## src/rtl/core/ccrp_pkg.sv

```systemverilog
// shared types, constants and arithmetic helpers of the raft packer
`default_nettype none
package ccrp_pkg;

	localparam logic [31:0] RAFT_BYTES = 32'd1048576;

	localparam int IQ_DEPTH = 2;
	localparam int IQ_AW    = $clog2(IQ_DEPTH);
	localparam int IQ_CW    = $clog2(IQ_DEPTH + 1);

	localparam int OQ_DEPTH = 4;
	localparam int OQ_AW    = $clog2(OQ_DEPTH);
	localparam int OQ_CW    = $clog2(OQ_DEPTH + 1);

	typedef enum logic [1:0] {
		OP_BEGIN  = 2'd0,
		OP_CHUNK  = 2'd1,
		OP_FINISH = 2'd2,
		OP_NOP    = 2'd3
	} op_t;

	typedef enum logic [1:0] {
		CLS_BEGIN,
		CLS_CHUNK,
		CLS_FINISH
	} cls_t;

	typedef enum logic [1:0] {
		KIND_COPY   = 2'd0,
		KIND_PATCH  = 2'd1,
		KIND_REJECT = 2'd2,
		KIND_DONE   = 2'd3
	} kind_t;

	typedef enum logic [1:0] {
		CFG_MAX_STREAM = 2'd0,
		CFG_MIN_POST   = 2'd1,
		CFG_SIZE_ALIGN = 2'd2,
		CFG_ADDR_ALIGN = 2'd3
	} cfg_reg_t;

	typedef enum logic [2:0] {
		ST_IDLE,
		ST_TOTAL,
		ST_PATCH,
		ST_FREE,
		ST_REMAIN,
		ST_ROOM,
		ST_PLACE,
		ST_DONE
	} exec_state_t;

	typedef struct packed {
		cls_t        cls;
		logic [31:0] chunk_bytes;
		logic [31:0] chunk_total_bytes;
		logic [31:0] chunk_src_offset;
		logic [47:0] chunk_addr;
	} item_t;

	typedef struct packed {
		kind_t       kind;
		logic [31:0] raft_offset;
		logic [31:0] length;
		logic [31:0] src_offset;
		logic [47:0] target_addr;
		logic [31:0] target_bytes;
		logic [31:0] launch_bytes;
		logic        last;
	} result_t;

	function automatic logic [31:0] sat32(input logic [32:0] v);
		return v[32] ? 32'hFFFF_FFFF : v[31:0];
	endfunction

	function automatic logic [31:0] sub0(input logic [31:0] a, input logic [31:0] b);
		return (a > b) ? (a - b) : 32'd0;
	endfunction

	function automatic logic [31:0] min32(input logic [31:0] a, input logic [31:0] b);
		return (a < b) ? a : b;
	endfunction

	// round up to 2**lg, saturating at the top of the 32-bit range
	function automatic logic [31:0] align_up(input logic [32:0] v, input logic [4:0] lg);
		logic [33:0] m;
		logic [33:0] s;
		m = (34'd1 << lg) - 34'd1;
		s = ({1'b0, v} + m) & ~m;
		return (s > 34'h0_FFFF_FFFF) ? 32'hFFFF_FFFF : s[31:0];
	endfunction

endpackage
`default_nettype wire

```

## src/rtl/core/ccrp_front.sv

```systemverilog
// front end: accepts requests, classifies the op, drops no-ops, queues the rest
`default_nettype none
module ccrp_front
	import ccrp_pkg::*;
(
	input  wire logic        clk,
	input  wire logic        arst_n,
	input  wire logic        push,
	output logic             full,
	input  wire logic [1:0]  op,
	input  wire logic [31:0] chunk_bytes,
	input  wire logic [31:0] chunk_total_bytes,
	input  wire logic [31:0] chunk_src_offset,
	input  wire logic [47:0] chunk_addr,
	output logic             item_valid,
	output item_t            item,
	input  wire logic        item_pop
);

	item_t             mem_q [IQ_DEPTH];
	logic [IQ_AW-1:0]  wr_ptr_q;
	logic [IQ_AW-1:0]  rd_ptr_q;
	logic [IQ_CW-1:0]  count_q;
	logic              accept;
	logic              keep;
	logic              take;
	item_t             new_item;
	op_t               op_in;

	assign full       = (count_q == IQ_CW'(IQ_DEPTH));
	assign item_valid = (count_q != '0);
	assign item       = mem_q[rd_ptr_q];
	assign accept     = push && !full;
	assign op_in      = op_t'(op);
	assign take       = item_pop && item_valid;

	always_comb begin
		new_item.chunk_bytes       = chunk_bytes;
		new_item.chunk_total_bytes = chunk_total_bytes;
		new_item.chunk_src_offset  = chunk_src_offset;
		new_item.chunk_addr        = chunk_addr;
		new_item.cls               = CLS_BEGIN;
		keep                       = 1'b1;
		unique case (op_in)
			OP_BEGIN:  new_item.cls = CLS_BEGIN;
			OP_CHUNK:  new_item.cls = CLS_CHUNK;
			OP_FINISH: new_item.cls = CLS_FINISH;
			OP_NOP:    keep = 1'b0;
			default:   keep = 1'b0;
		endcase
	end

	always_ff @(posedge clk) begin
		if (accept && keep) begin
			mem_q[wr_ptr_q] <= new_item;
		end
	end

	always_ff @(posedge clk or negedge arst_n) begin
		if (!arst_n) begin
			wr_ptr_q <= '0;
			rd_ptr_q <= '0;
			count_q  <= '0;
		end else begin
			if (accept && keep) begin
				wr_ptr_q <= (wr_ptr_q == IQ_AW'(IQ_DEPTH - 1)) ? '0 : wr_ptr_q + 1'b1;
			end
			if (take) begin
				rd_ptr_q <= (rd_ptr_q == IQ_AW'(IQ_DEPTH - 1)) ? '0 : rd_ptr_q + 1'b1;
			end
			unique case ({accept && keep, take})
				2'b10:   count_q <= count_q + 1'b1;
				2'b01:   count_q <= count_q - 1'b1;
				default: count_q <= count_q;
			endcase
		end
	end

endmodule
`default_nettype wire

```

## src/rtl/core/ccrp_exec.sv

```systemverilog
// back end: layout state, configuration registers and the close/place sequencer
`default_nettype none
module ccrp_exec
	import ccrp_pkg::*;
(
	input  wire logic        clk,
	input  wire logic        arst_n,
	input  wire logic        cfg_valid,
	output logic             cfg_ready,
	input  wire logic [1:0]  cfg_index,
	input  wire logic [31:0] cfg_data,
	input  wire logic        item_valid,
	input  item_t            item,
	output logic             item_pop,
	input  wire logic        res_full,
	output logic             res_push,
	output result_t          res
);

	// configuration
	logic [31:0] max_stream_q;
	logic [15:0] min_post_q;
	logic [4:0]  size_align_q;
	logic [4:0]  addr_align_q;

	// layout state
	logic [31:0] free_off_q;
	logic [31:0] open_off_q;
	logic [31:0] open_used_q;
	logic [31:0] open_room_q;
	logic [31:0] pend_off_q;
	logic [31:0] pend_size_q;
	logic [31:0] first_bytes_q;
	logic        closed_q;

	// sequencer scratch
	exec_state_t state_q;
	exec_state_t state_d;
	item_t       cur_q;
	logic [31:0] total_q;
	logic [31:0] remain_q;
	logic [31:0] post_al_q;

	item_t       it;
	logic        fits;
	logic        idle_take;
	logic [31:0] begin_room;

	assign cfg_ready  = 1'b1;
	assign it         = (state_q == ST_IDLE) ? item : cur_q;
	assign fits       = !(it.chunk_bytes > open_room_q);
	assign idle_take  = item_valid && !res_full;
	assign begin_room = sub0(min32(max_stream_q, RAFT_BYTES), {16'd0, min_post_q});

	// next state
	always_comb begin
		state_d = state_q;
		unique case (state_q)
			ST_IDLE: begin
				if (idle_take) begin
					if (item.cls == CLS_FINISH && open_used_q != '0) begin
						state_d = ST_TOTAL;
					end else if (item.cls == CLS_CHUNK && !closed_q && !fits) begin
						state_d = ST_TOTAL;
					end
				end
			end
			ST_TOTAL:  state_d = ST_PATCH;
			ST_PATCH: begin
				if (pend_size_q == '0 || !res_full) begin
					state_d = ST_FREE;
				end
			end
			ST_FREE:   state_d = (cur_q.cls == CLS_FINISH) ? ST_DONE : ST_REMAIN;
			ST_REMAIN: state_d = ST_ROOM;
			ST_ROOM:   state_d = ST_PLACE;
			ST_PLACE:  if (!res_full) state_d = ST_IDLE;
			ST_DONE:   if (!res_full) state_d = ST_IDLE;
			default:   state_d = ST_IDLE;
		endcase
	end

	// outputs
	always_comb begin
		item_pop = 1'b0;
		res_push = 1'b0;
		res      = '0;
		unique case (state_q)
			ST_IDLE: begin
				item_pop = idle_take;
				if (idle_take) begin
					unique case (item.cls)
						CLS_FINISH: begin
							if (open_used_q == '0) begin
								res_push         = 1'b1;
								res.kind         = KIND_DONE;
								res.launch_bytes = first_bytes_q;
								res.last         = 1'b1;
							end
						end
						CLS_CHUNK: begin
							if (closed_q) begin
								res_push = 1'b1;
								res.kind = KIND_REJECT;
								res.last = 1'b1;
							end else if (fits) begin
								res_push        = 1'b1;
								res.kind        = KIND_COPY;
								res.raft_offset = free_off_q;
								res.length      = it.chunk_bytes;
								res.src_offset  = it.chunk_src_offset;
								res.last        = 1'b1;
							end
						end
						default: res_push = 1'b0;
					endcase
				end
			end
			ST_PATCH: begin
				if (pend_size_q != '0 && !res_full) begin
					res_push         = 1'b1;
					res.kind         = KIND_PATCH;
					res.raft_offset  = pend_off_q;
					res.length       = pend_size_q;
					res.target_addr  = {16'd0, open_off_q};
					res.target_bytes = total_q;
				end
			end
			ST_PLACE: begin
				if (!res_full) begin
					res_push = 1'b1;
					res.last = 1'b1;
					if (fits) begin
						res.kind        = KIND_COPY;
						res.raft_offset = free_off_q;
						res.length      = it.chunk_bytes;
						res.src_offset  = it.chunk_src_offset;
					end else begin
						// no room left: chain straight to the chunk and close the stream
						res.kind         = KIND_PATCH;
						res.raft_offset  = pend_off_q;
						res.length       = pend_size_q;
						res.target_addr  = it.chunk_addr;
						res.target_bytes = it.chunk_total_bytes;
					end
				end
			end
			ST_DONE: begin
				if (!res_full) begin
					res_push         = 1'b1;
					res.kind         = KIND_DONE;
					res.raft_offset  = pend_off_q;
					res.length       = pend_size_q;
					res.launch_bytes = first_bytes_q;
					res.last         = 1'b1;
				end
			end
			default: res_push = 1'b0;
		endcase
	end

	always_ff @(posedge clk) begin
		if (state_q == ST_IDLE && idle_take) begin
			cur_q <= item;
		end
		if (state_q == ST_TOTAL) begin
			total_q <= align_up({1'b0, open_used_q} + {17'd0, min_post_q}, size_align_q);
		end
		if (state_q == ST_REMAIN) begin
			remain_q  <= sub0(RAFT_BYTES, free_off_q);
			post_al_q <= align_up({17'd0, min_post_q}, size_align_q);
		end
	end

	always_ff @(posedge clk or negedge arst_n) begin
		if (!arst_n) begin
			max_stream_q  <= 32'd1048576;
			min_post_q    <= 16'd16;
			size_align_q  <= 5'd2;
			addr_align_q  <= 5'd2;
			free_off_q    <= '0;
			open_off_q    <= '0;
			open_used_q   <= '0;
			open_room_q   <= '0;
			pend_off_q    <= '0;
			pend_size_q   <= '0;
			first_bytes_q <= '0;
			closed_q      <= 1'b0;
			state_q       <= ST_IDLE;
		end else begin
			state_q <= state_d;
			if (cfg_valid && cfg_ready) begin
				unique case (cfg_reg_t'(cfg_index))
					CFG_MAX_STREAM: max_stream_q <= cfg_data;
					CFG_MIN_POST:   min_post_q   <= cfg_data[15:0];
					CFG_SIZE_ALIGN: size_align_q <= cfg_data[4:0];
					CFG_ADDR_ALIGN: addr_align_q <= cfg_data[4:0];
					default:        max_stream_q <= max_stream_q;
				endcase
			end
			unique case (state_q)
				ST_IDLE: begin
					if (idle_take) begin
						unique case (item.cls)
							CLS_BEGIN: begin
								free_off_q    <= '0;
								open_off_q    <= '0;
								open_used_q   <= '0;
								open_room_q   <= begin_room;
								pend_off_q    <= '0;
								pend_size_q   <= '0;
								first_bytes_q <= '0;
								closed_q      <= 1'b0;
							end
							CLS_FINISH: begin
								if (open_used_q == '0) closed_q <= 1'b1;
							end
							CLS_CHUNK: begin
								if (!closed_q && fits) begin
									free_off_q  <= sat32({1'b0, free_off_q} + {1'b0, it.chunk_bytes});
									open_used_q <= sat32({1'b0, open_used_q} + {1'b0, it.chunk_bytes});
									open_room_q <= open_room_q - it.chunk_bytes;
								end
							end
							default: closed_q <= closed_q;
						endcase
					end
				end
				ST_PATCH: begin
					if (pend_size_q == '0 || !res_full) begin
						if (first_bytes_q == '0) first_bytes_q <= total_q;
						pend_off_q  <= free_off_q;
						pend_size_q <= sub0(total_q, open_used_q);
						open_off_q  <= '0;
						open_used_q <= '0;
						open_room_q <= '0;
					end
				end
				ST_FREE: begin
					free_off_q <= align_up({1'b0, free_off_q} + {1'b0, pend_size_q}, addr_align_q);
				end
				ST_ROOM: begin
					if (remain_q > post_al_q) begin
						open_off_q  <= free_off_q;
						open_room_q <= sub0(min32(max_stream_q, remain_q), {16'd0, min_post_q});
					end
				end
				ST_PLACE: begin
					if (!res_full) begin
						if (fits) begin
							free_off_q  <= sat32({1'b0, free_off_q} + {1'b0, it.chunk_bytes});
							open_used_q <= sat32({1'b0, open_used_q} + {1'b0, it.chunk_bytes});
							open_room_q <= open_room_q - it.chunk_bytes;
						end else begin
							closed_q <= 1'b1;
						end
					end
				end
				ST_DONE: begin
					if (!res_full) closed_q <= 1'b1;
				end
				default: closed_q <= closed_q;
			endcase
		end
	end

endmodule
`default_nettype wire

```

## src/rtl/core/ccrp_outq.sv

```systemverilog
// result queue between the sequencer and the result ports
`default_nettype none
module ccrp_outq
	import ccrp_pkg::*;
(
	input  wire logic clk,
	input  wire logic arst_n,
	input  wire logic res_push,
	input  result_t   res_in,
	output logic      res_full,
	input  wire logic pop,
	output logic      empty,
	output result_t   res_out
);

	result_t           mem_q [OQ_DEPTH];
	logic [OQ_AW-1:0]  wr_ptr_q;
	logic [OQ_AW-1:0]  rd_ptr_q;
	logic [OQ_CW-1:0]  count_q;
	logic              wr;
	logic              rd;

	assign res_full = (count_q == OQ_CW'(OQ_DEPTH));
	assign empty    = (count_q == '0);
	assign res_out  = mem_q[rd_ptr_q];
	assign wr       = res_push && !res_full;
	assign rd       = pop && !empty;

	always_ff @(posedge clk) begin
		if (wr) begin
			mem_q[wr_ptr_q] <= res_in;
		end
	end

	always_ff @(posedge clk or negedge arst_n) begin
		if (!arst_n) begin
			wr_ptr_q <= '0;
			rd_ptr_q <= '0;
			count_q  <= '0;
		end else begin
			if (wr) begin
				wr_ptr_q <= (wr_ptr_q == OQ_AW'(OQ_DEPTH - 1)) ? '0 : wr_ptr_q + 1'b1;
			end
			if (rd) begin
				rd_ptr_q <= (rd_ptr_q == OQ_AW'(OQ_DEPTH - 1)) ? '0 : rd_ptr_q + 1'b1;
			end
			unique case ({wr, rd})
				2'b10:   count_q <= count_q + 1'b1;
				2'b01:   count_q <= count_q - 1'b1;
				default: count_q <= count_q;
			endcase
		end
	end

endmodule
`default_nettype wire

```

## src/rtl/core/command_chunk_raft_packer.sv

```systemverilog
// top level of the command chunk raft packer
//
//   channel   handshake              payload
//   request   push / full            op, chunk_bytes, chunk_total_bytes, chunk_src_offset,
//                                    chunk_addr
//   result    empty / pop            kind, raft_offset, length, src_offset, target_addr,
//                                    target_bytes, launch_bytes, last
//   config    cfg_valid / cfg_ready  cfg_index, cfg_data (cfg_ready is always high)
//
// a chunk that fits, a begin, a rejected chunk, or a finish on an empty buffer is handled
// in the accept step alone; a no-op is dropped at the front and never reaches the
// sequencer. closing a buffer steps through accept, size, patch, free offset, remaining
// space, room and place for a chunk, and through accept, size, patch, free offset and
// done for a finish. a two-entry request queue and a four-entry result queue decouple
// the ports from the sequencer; it stalls only when the result queue is full. reset
// clears layout state and loads the configuration defaults.
`default_nettype none
module command_chunk_raft_packer
	import ccrp_pkg::*;
(
	input  wire logic        clk,
	input  wire logic        arst_n,
	input  wire logic        push,
	output logic             full,
	input  wire logic [1:0]  op,
	input  wire logic [31:0] chunk_bytes,
	input  wire logic [31:0] chunk_total_bytes,
	input  wire logic [31:0] chunk_src_offset,
	input  wire logic [47:0] chunk_addr,
	output logic             empty,
	input  wire logic        pop,
	output logic [1:0]       kind,
	output logic [31:0]      raft_offset,
	output logic [31:0]      length,
	output logic [31:0]      src_offset,
	output logic [47:0]      target_addr,
	output logic [31:0]      target_bytes,
	output logic [31:0]      launch_bytes,
	output logic             last,
	input  wire logic        cfg_valid,
	output logic             cfg_ready,
	input  wire logic [1:0]  cfg_index,
	input  wire logic [31:0] cfg_data
);

	logic    item_valid;
	item_t   item;
	logic    item_pop;
	logic    res_full;
	logic    res_push;
	result_t res_in;
	result_t res_out;

	ccrp_front u_front (
		.clk               (clk),
		.arst_n            (arst_n),
		.push              (push),
		.full              (full),
		.op                (op),
		.chunk_bytes       (chunk_bytes),
		.chunk_total_bytes (chunk_total_bytes),
		.chunk_src_offset  (chunk_src_offset),
		.chunk_addr        (chunk_addr),
		.item_valid        (item_valid),
		.item              (item),
		.item_pop          (item_pop)
	);

	ccrp_exec u_exec (
		.clk        (clk),
		.arst_n     (arst_n),
		.cfg_valid  (cfg_valid),
		.cfg_ready  (cfg_ready),
		.cfg_index  (cfg_index),
		.cfg_data   (cfg_data),
		.item_valid (item_valid),
		.item       (item),
		.item_pop   (item_pop),
		.res_full   (res_full),
		.res_push   (res_push),
		.res        (res_in)
	);

	ccrp_outq u_outq (
		.clk      (clk),
		.arst_n   (arst_n),
		.res_push (res_push),
		.res_in   (res_in),
		.res_full (res_full),
		.pop      (pop),
		.empty    (empty),
		.res_out  (res_out)
	);

	assign kind         = res_out.kind;
	assign raft_offset  = res_out.raft_offset;
	assign length       = res_out.length;
	assign src_offset   = res_out.src_offset;
	assign target_addr  = res_out.target_addr;
	assign target_bytes = res_out.target_bytes;
	assign launch_bytes = res_out.launch_bytes;
	assign last         = res_out.last;

endmodule
`default_nettype wire

```

## config.mk

```make
export PLATFORM = sky130hd
export DESIGN_NAME = command_chunk_raft_packer
export DESIGN_NICKNAME = d
export VERILOG_FILES = /design/src/rtl/core/ccrp_pkg.sv /design/src/rtl/core/ccrp_front.sv /design/src/rtl/core/ccrp_exec.sv /design/src/rtl/core/ccrp_outq.sv /design/src/rtl/core/command_chunk_raft_packer.sv
export SDC_FILE = /design/constraint.sdc
export NUM_CORES = 2
export LEC_CHECK = 0
export BUFFER_PORTS_ARGS = -buffer_cell sky130_fd_sc_hd__buf_2
export CORE_ASPECT_RATIO = 1.2
export CORE_MARGIN = 2
export CORE_UTILIZATION = 60
export CTS_CLUSTER_SIZE = 28
export DETAILED_ROUTE_END_ITERATION = 12
export HOLD_SLACK_MARGIN = 0.15
export PLACE_DENSITY = 0.89
export SYNTH_ARGS = -nofsm -noshare
export SYNTH_HDL_FRONTEND = slang
export SYNTH_SLANG_ARGS = --single-unit
```

## constraint.sdc

```tcl
create_clock -name clk -period 13.7 [get_ports clk]
set_clock_uncertainty 0.2 [all_clocks]
set_input_delay 1.37 -clock clk [delete_from_list [all_inputs] [get_ports clk]]
set_output_delay 1.37 -clock clk [all_outputs]
set_load 0.1 [all_outputs]
```

# After elaboration in Yosys (flattened, before gate mapping)
# Memories as Yosys holds them, arrays and structs flattened.
# Index checks and enable logic that the tools add are counted.
# word_totals
ff_bits,539
latch_bits,0
mem_bits_rw,1136
rom_bits,0
input_bits,185
wordCells,256
mem_count,2
# mem_list
name,words,word_bits,read_ports,rd_clocked_by_memory_dff,wr,line_no,source
u_outq.mem_q,4,211,1,0,1,ccrp_outq.sv:16,result_t mem_q [OQ_DEPTH];
u_front.mem_q,2,146,1,0,1,ccrp_front.sv:20,item_t mem_q [IQ_DEPTH];
# classes
add_sub_neg,22
mul,0
div_mod_pow,0
magnitude_cmp,11
n_eq_ne,39
shifts,2
n_mux,99
bitwise,5
reduce_logical,49
# op_table
op,n
$mux 32,31
$pmux 32 s2,8
$mux 96,3
$pmux 32 s3,3
$pmux 66 s4,1
$mux 177,1
$pmux 80 s2,1
$mux 144,1
$mux 65,2
$pmux 32 s4,1
$and 34x34->34,3
$gt 34x32->1 const B,3
$add 32x32->33,3
$mux 33,3
$mux 98,1
$gt 32x32->1,3
$logic_not 32->1,3
$mux 80,1
$add 33x34->34,2
$not 34->34,2
$shl 1x5->34 const A,2
$sub 34x1->34 const B,2
$mux 66,1
$gt 32x16->1,2
other kinds (46),144

# Logic depth before layout (Yosys ltp)
# logic_depth
depth_word,11
ltp_mapped,27

# By module
# Synthesis repeated with hierarchy kept, for this count alone.
# hier_totals
cells_unflattened,6110
hier_area_um2,82087.5
# by_module_without_submodules
module,n_inst,cells_each,area_per_inst_um2,seq_area_each_um2
ccrp_exec,1,4490,40367.5,14428.8
ccrp_outq,1,1145,30917.2,25519.5
ccrp_front,1,475,10802.9,8868.5

# Worst setup path before layout
# No wires, ideal clock.
# synth_path
kind,register to register
start,register u_front.rd_ptr_q
end,memory u_outq.mem_q[0][0] (netlist bit) (enable)
setup_time_ps,598
t_arrival_ps,8399
required_ps,12902
path_slack_ps,4503
path_stages_with_launch,18
n_path_buf,3
period_less_slack_ps,9197
path_cell_list,dfrtp_1 -> clkbuf_1 -> buf_1 -> mux2i_1 -> o21ai_0 -> ha_1 -> fa_1 -> nor2b_1 -> o31a_1 -> o311a_1 -> a211o_1 -> o21ai_1 -> nand2_1 -> a2111oi_0 -> o21ai_1 -> or2_1 -> clkbuf_1 -> and2_1
# synth_via
elab_chain_len,11
# synth_rtl
item,line_no,source
from (decl),ccrp_front.sv:22,logic [IQ_AW-1:0] rd_ptr_q;
from (signal assigned),ccrp_front.sv:69,rd_ptr_q <= (rd_ptr_q == IQ_AW'(IQ_DEPTH - 1)) ? '0 : rd_ptr_q + 1'b1;
$mem_v2 2x146 *,-,
$mux 144,ccrp_exec.sv:50,assign it = (state_q == ST_IDLE) ? item : cur_q;
$gt 32x32->1,ccrp_exec.sv:51,assign fits = !(it.chunk_bytes > open_room_q);
$mux 1,ccrp_exec.sv:106,end else if (fits) begin
$mux 1,ccrp_exec.sv:102,if (closed_q) begin
$pmux 1 s2 *,ccrp_exec.sv:92,unique case (item.cls)
$mux 1 *,ccrp_exec.sv:91,if (idle_take) begin
$pmux 1 s3 *,ccrp_exec.sv:88,unique case (state_q)
$logic_and 1x1->1 *,ccrp_outq.sv:26,assign wr = res_push && !res_full;
$mux 1 *,ccrp_outq.sv:30,if (wr) begin
$mux 1 (implied by the code) *,ccrp_outq.sv:31,mem_q[wr_ptr_q] <= res_in;
to (decl),ccrp_outq.sv:16,
# Mark *: on every way between the ends. The rest lies on a longest branch, timed or not.

# Final worst setup path
# layout_path
start,register u_exec.state_q[0]
end,memory u_outq.mem_q[0][37] (netlist bit) (enable)
# layout_via
elab_chain_len,11
# layout_rtl
item,line_no,source
from (decl),ccrp_exec.sv:37,exec_state_t state_q;
from (signal assigned),ccrp_exec.sv:191,state_q <= state_d;
$logic_not 3->1,"ccrp_exec.sv:50, ccrp_exec.sv:88",
$mux 144,ccrp_exec.sv:50,
$gt 32x32->1,ccrp_exec.sv:51,
$mux 1,ccrp_exec.sv:106,
$mux 1,ccrp_exec.sv:102,
$pmux 1 s2,ccrp_exec.sv:92,
$mux 1,ccrp_exec.sv:91,
$pmux 1 s3 *,ccrp_exec.sv:88,
$logic_and 1x1->1 *,ccrp_outq.sv:26,
$mux 1 *,ccrp_outq.sv:30,
$mux 1 (implied by the code) *,ccrp_outq.sv:31,
# Marked as above.

==> summary.md <==
| Metric | Value |
|---|---|
| Routability cong. | `0.996` |
| Adder-cell share of the synthesized area | `6.44%` |
| Startpoint types | `flip-flop` |
| Row cnt | `148` |
| Worst-Margin Slew | `roughly 2.0 ns` |
| Cell area after synthesis | `between 0.08 and 0.09 sq mm` |
| CTS Buf Count | `162` |
| Fin crit period | `8.67 ns` |
| Synth area leaders | `edfxtp_1, dfrtp_1, mux4_2` |
| Max Fclk | `around 120 MHz` |
| Chip height | `410 um` |
| Drt via density | `6.88` |
| Critical path peak fanout | `65` |
| Relative slew slack | `-32.3%` |
| Largest family of logic cells by synthesized area | `compound AO/OA/AOI/OAI gates` |
| Final cell count without fillers | `8558` |
| Final Net Count | `between 7k and 8k` |
| Root Buffer | `clkbuf_16` |
| Wire length per cell | `30.8 um` |
| Critical Path RT | `13.94 ns` |
| Pre-antenna DRT Iters | `12` |
| Hold Crit Class | `reg -> reg` |
| Initial DRC count | `slightly below 8k` |
| Xor and xnor fraction of the mapped netlist area | `2.40%` |
| Residual DRC | `2` |
| Seq/Total Area, Yosys | `59.2%` |
| Clock transition at the registers of the reported paths | `0.07 ns` |
| Max-cap violations | `0` |
| Initial antenna violation count | `14` |
| CTS tree | `done` |
| Yosys cell types | `89` |
| Syn_area_per_cell | `about 13 sq um` |
| Dpl cells | `8247` |
| Yosys top cell by area | `edfxtp_1` |
| Skew-Pair Late Insertion Delay | `0.84 ns` |
| Mux cell area share after synthesis | `9.02%` |
| Vias in the first global route | `57.7k` |
| Status | `finished, violations left` |
| Cts hold-fix bufs | `0` |
| Die area | `about 0.14 sq mm` |
| Ys Warns | `0` |
| Clk sink count | `~1.7k` |
| Synth async-reset ratio | `17.7%` |
| Max-slew violations | `33` |
| Die width | `342 um` |
| Gate Count Post-Synth | `6241` |
| Synthesis-to-finish area growth | `11.4%` |
| Initial Util | `between 60% and 70%` |
| WS Path Type | `reg -> reg` |
| IO Count | `around 400` |
| Post-CTS sizing | `0` |
| GR Overflow Total | `0` |
| Simple-gate area share of the yosys netlist | `around 7.6%` |
| Synth top area share | `50.2%` |
| Post-synth EDFFs | `1378` |
| Utilization after layout | `between 60% and 70%` |
| Synth cell count leaders | `edfxtp_1, inv_1, nand2_1, nor2_1, ha_1` |
| Final setup violation count | `0` |
| Post-DP HPWL | `between 150 and 200 mm` |
| Largest net degree at the start of global routing | `145` |
| Type of destination of the critical path | `flip-flop` |
| Number of I/O port buffers | `397` |
| Yosys reg bits | `1675` |
| Crit path DAT | `8.91 ns` |
| Setup TNS | `0 ns` |
| Most used DFF post-synth | `edfxtp_1` |
| Drt total wl | `263 mm` |
| Count leader, synth | `edfxtp_1` |
| First-pass GRT wire length | `382 mm` |
| Layout cells sized above 1 | `18.3%` |
| CTS Buffer Depth | `3` |
| Routed Antenna Nets | `0` |
| Post-CTS setup buffer count | `0` |
| Unrepaired setup endpoints after global routing | `false` |
| Failing checks | `DRC, slew limit` |
| Via count | `58.9k` |
| Fill cells | `8912` |
| Compound-Gate Fraction of Synth Area | `12.0%` |
| Final Hold Vio Count | `0` |
| GRT Resource Usage Total | `37.2%` |
| CTS H-tree lvls | `4` |
| Final period utilization | `63.3%` |
| Core Region | `between 0.1 and 0.15 sq mm` |
logic make-up (layout without fill, tap and decap cells):
kind of cell / after synthesis / count (layout)
buffers and inverters: 724 / 1217
AND/OR/NAND/NOR: 1326 / 1326
XOR/XNOR: 226 / 226
flip-flops: 1675 / 1675
AO/OA/AOI/OAI: 1442 / 1442
other: 2 / 26
adder cells (fa/ha/maj): 389 / 389
multiplexers: 457 / 457
stage by stage:
stage                     area [sq um]  setup slack [ns]  hold slack (ns)
after floorplan                  82500              4.50            0.255
after detailed placement         86400              5.39            0.276
after global routing             91800              5.04            0.311
after CTS                        91800              5.38            0.294
after global placement           86400              5.66            0.272
final                            91800              5.03            0.300
registers in the layout, indices dropped and copies added, names as in the netlist, 5 cells and up:
name and cells:
u_exec.total_q 32, u_exec.min_post_q 16, u_exec.first_bytes_q 32, u_exec.open_room_q 32, u_exec.max_stream_q 32, u_exec.size_align_q 5
u_exec.cur_q 146, u_exec.free_off_q 32, u_exec.open_off_q 32, u_front.mem_q 292, u_exec.pend_size_q 32, u_exec.post_al_q 32
u_exec.pend_off_q 32, u_exec.remain_q 32, u_exec.addr_align_q 5, u_outq.mem_q 844, u_exec.open_used_q 32
worst paths after layout:
| kind | slack, ns | end | cells past startpoint | from |
|---|---|---|---|---|
| min in group asynchronous | 0.44 | u_exec.max_stream_q[25] | 1 | arst_n |
| hold reg to reg | 0.30 | u_exec.open_room_q[27] | 2 | u_exec.open_room_q[27] |
| setup reg to reg | 5.03 | u_outq.mem_q[0][37] | 16 | u_exec.state_q[0] |
| hold / removal | 0.30 | u_exec.open_room_q[27] | 2 | u_exec.open_room_q[27] |
| max in group asynchronous | 11.35 | u_outq.rd_ptr_q[0] | 2 | arst_n |
| setup / recovery | 5.03 | u_outq.mem_q[0][37] | 16 | u_exec.state_q[0] |
metal layers:
metal / share of wire (%) / vias up / routed length (um) / track usage [%]
met4: 7.4 / 14 / 19500 / 22.7
met3: 12 / 1026 / 30600 / 9.32
li1: - / 24300 / - / -
met1: 34 / 28900 / 88400 / 45.4
met2: 47 / 4618 / 125000 / 59.7
met5: 0.032 / - / 85 / 0
layout by cell type (no fill, tap or decap), types with 41 or more instances in the layout:
cell,n
nand3_1,74
mux2i_1,72
a21oi_1,309
buf_2,396
nor2b_1,57
o21ai_0,319
fa_1,58
o211ai_1,42
buf_4,70
and2_1,66
a21o_1,125
ha_1,331
inv_1,444
nor3_1,65
a211oi_1,42
a22oi_1,51
nand4_1,45
nand2_1,396
a22o_1,127
edfxtp_1,1378
and3_1,41
dfrtp_1,290
xnor2_1,164
clkbuf_16,167
nor4_1,47
mux2_2,174
xor2_1,62
o21a_1,48
nor2_1,384
mux4_2,211
worst max-delay path, stage by stage (launching register included):
cell and delay (ns):
dfrtp_1 0.63, or3_4 0.74, o21ai_0 1.01, ha_1 0.35, fa_1 0.23, nor2b_1 0.07
o31a_1 0.29, o311a_1 0.33, a211o_1 0.33, o21ai_1 0.29, nand2_1 0.24, a2111oi_0 1.03
o21ai_1 0.51, or2_1 0.47, and2_4 0.39, buf_4 0.49, buf_4 0.53
final cells by class:
class | count | area, sq um | share of cell area [%]
inverter | 446 | 1680 | 1.83
clock buffer | 217 | 4490 | 4.89
clock inverter | 84 | 968 | 1.05
multi-input combinational | 3856 | 31000 | 33.8
sequential | 1675 | 48800 | 53.2
tap | 1800 | 2250 | 2.45
timing repair buffer | 470 | 2580 | 2.81
antenna | 10 | 25.0 | 0.0273
Power is left out: the tool's default activity adds up to more than one toggle a clock period on the data nets, which glitch-free logic cannot reach.
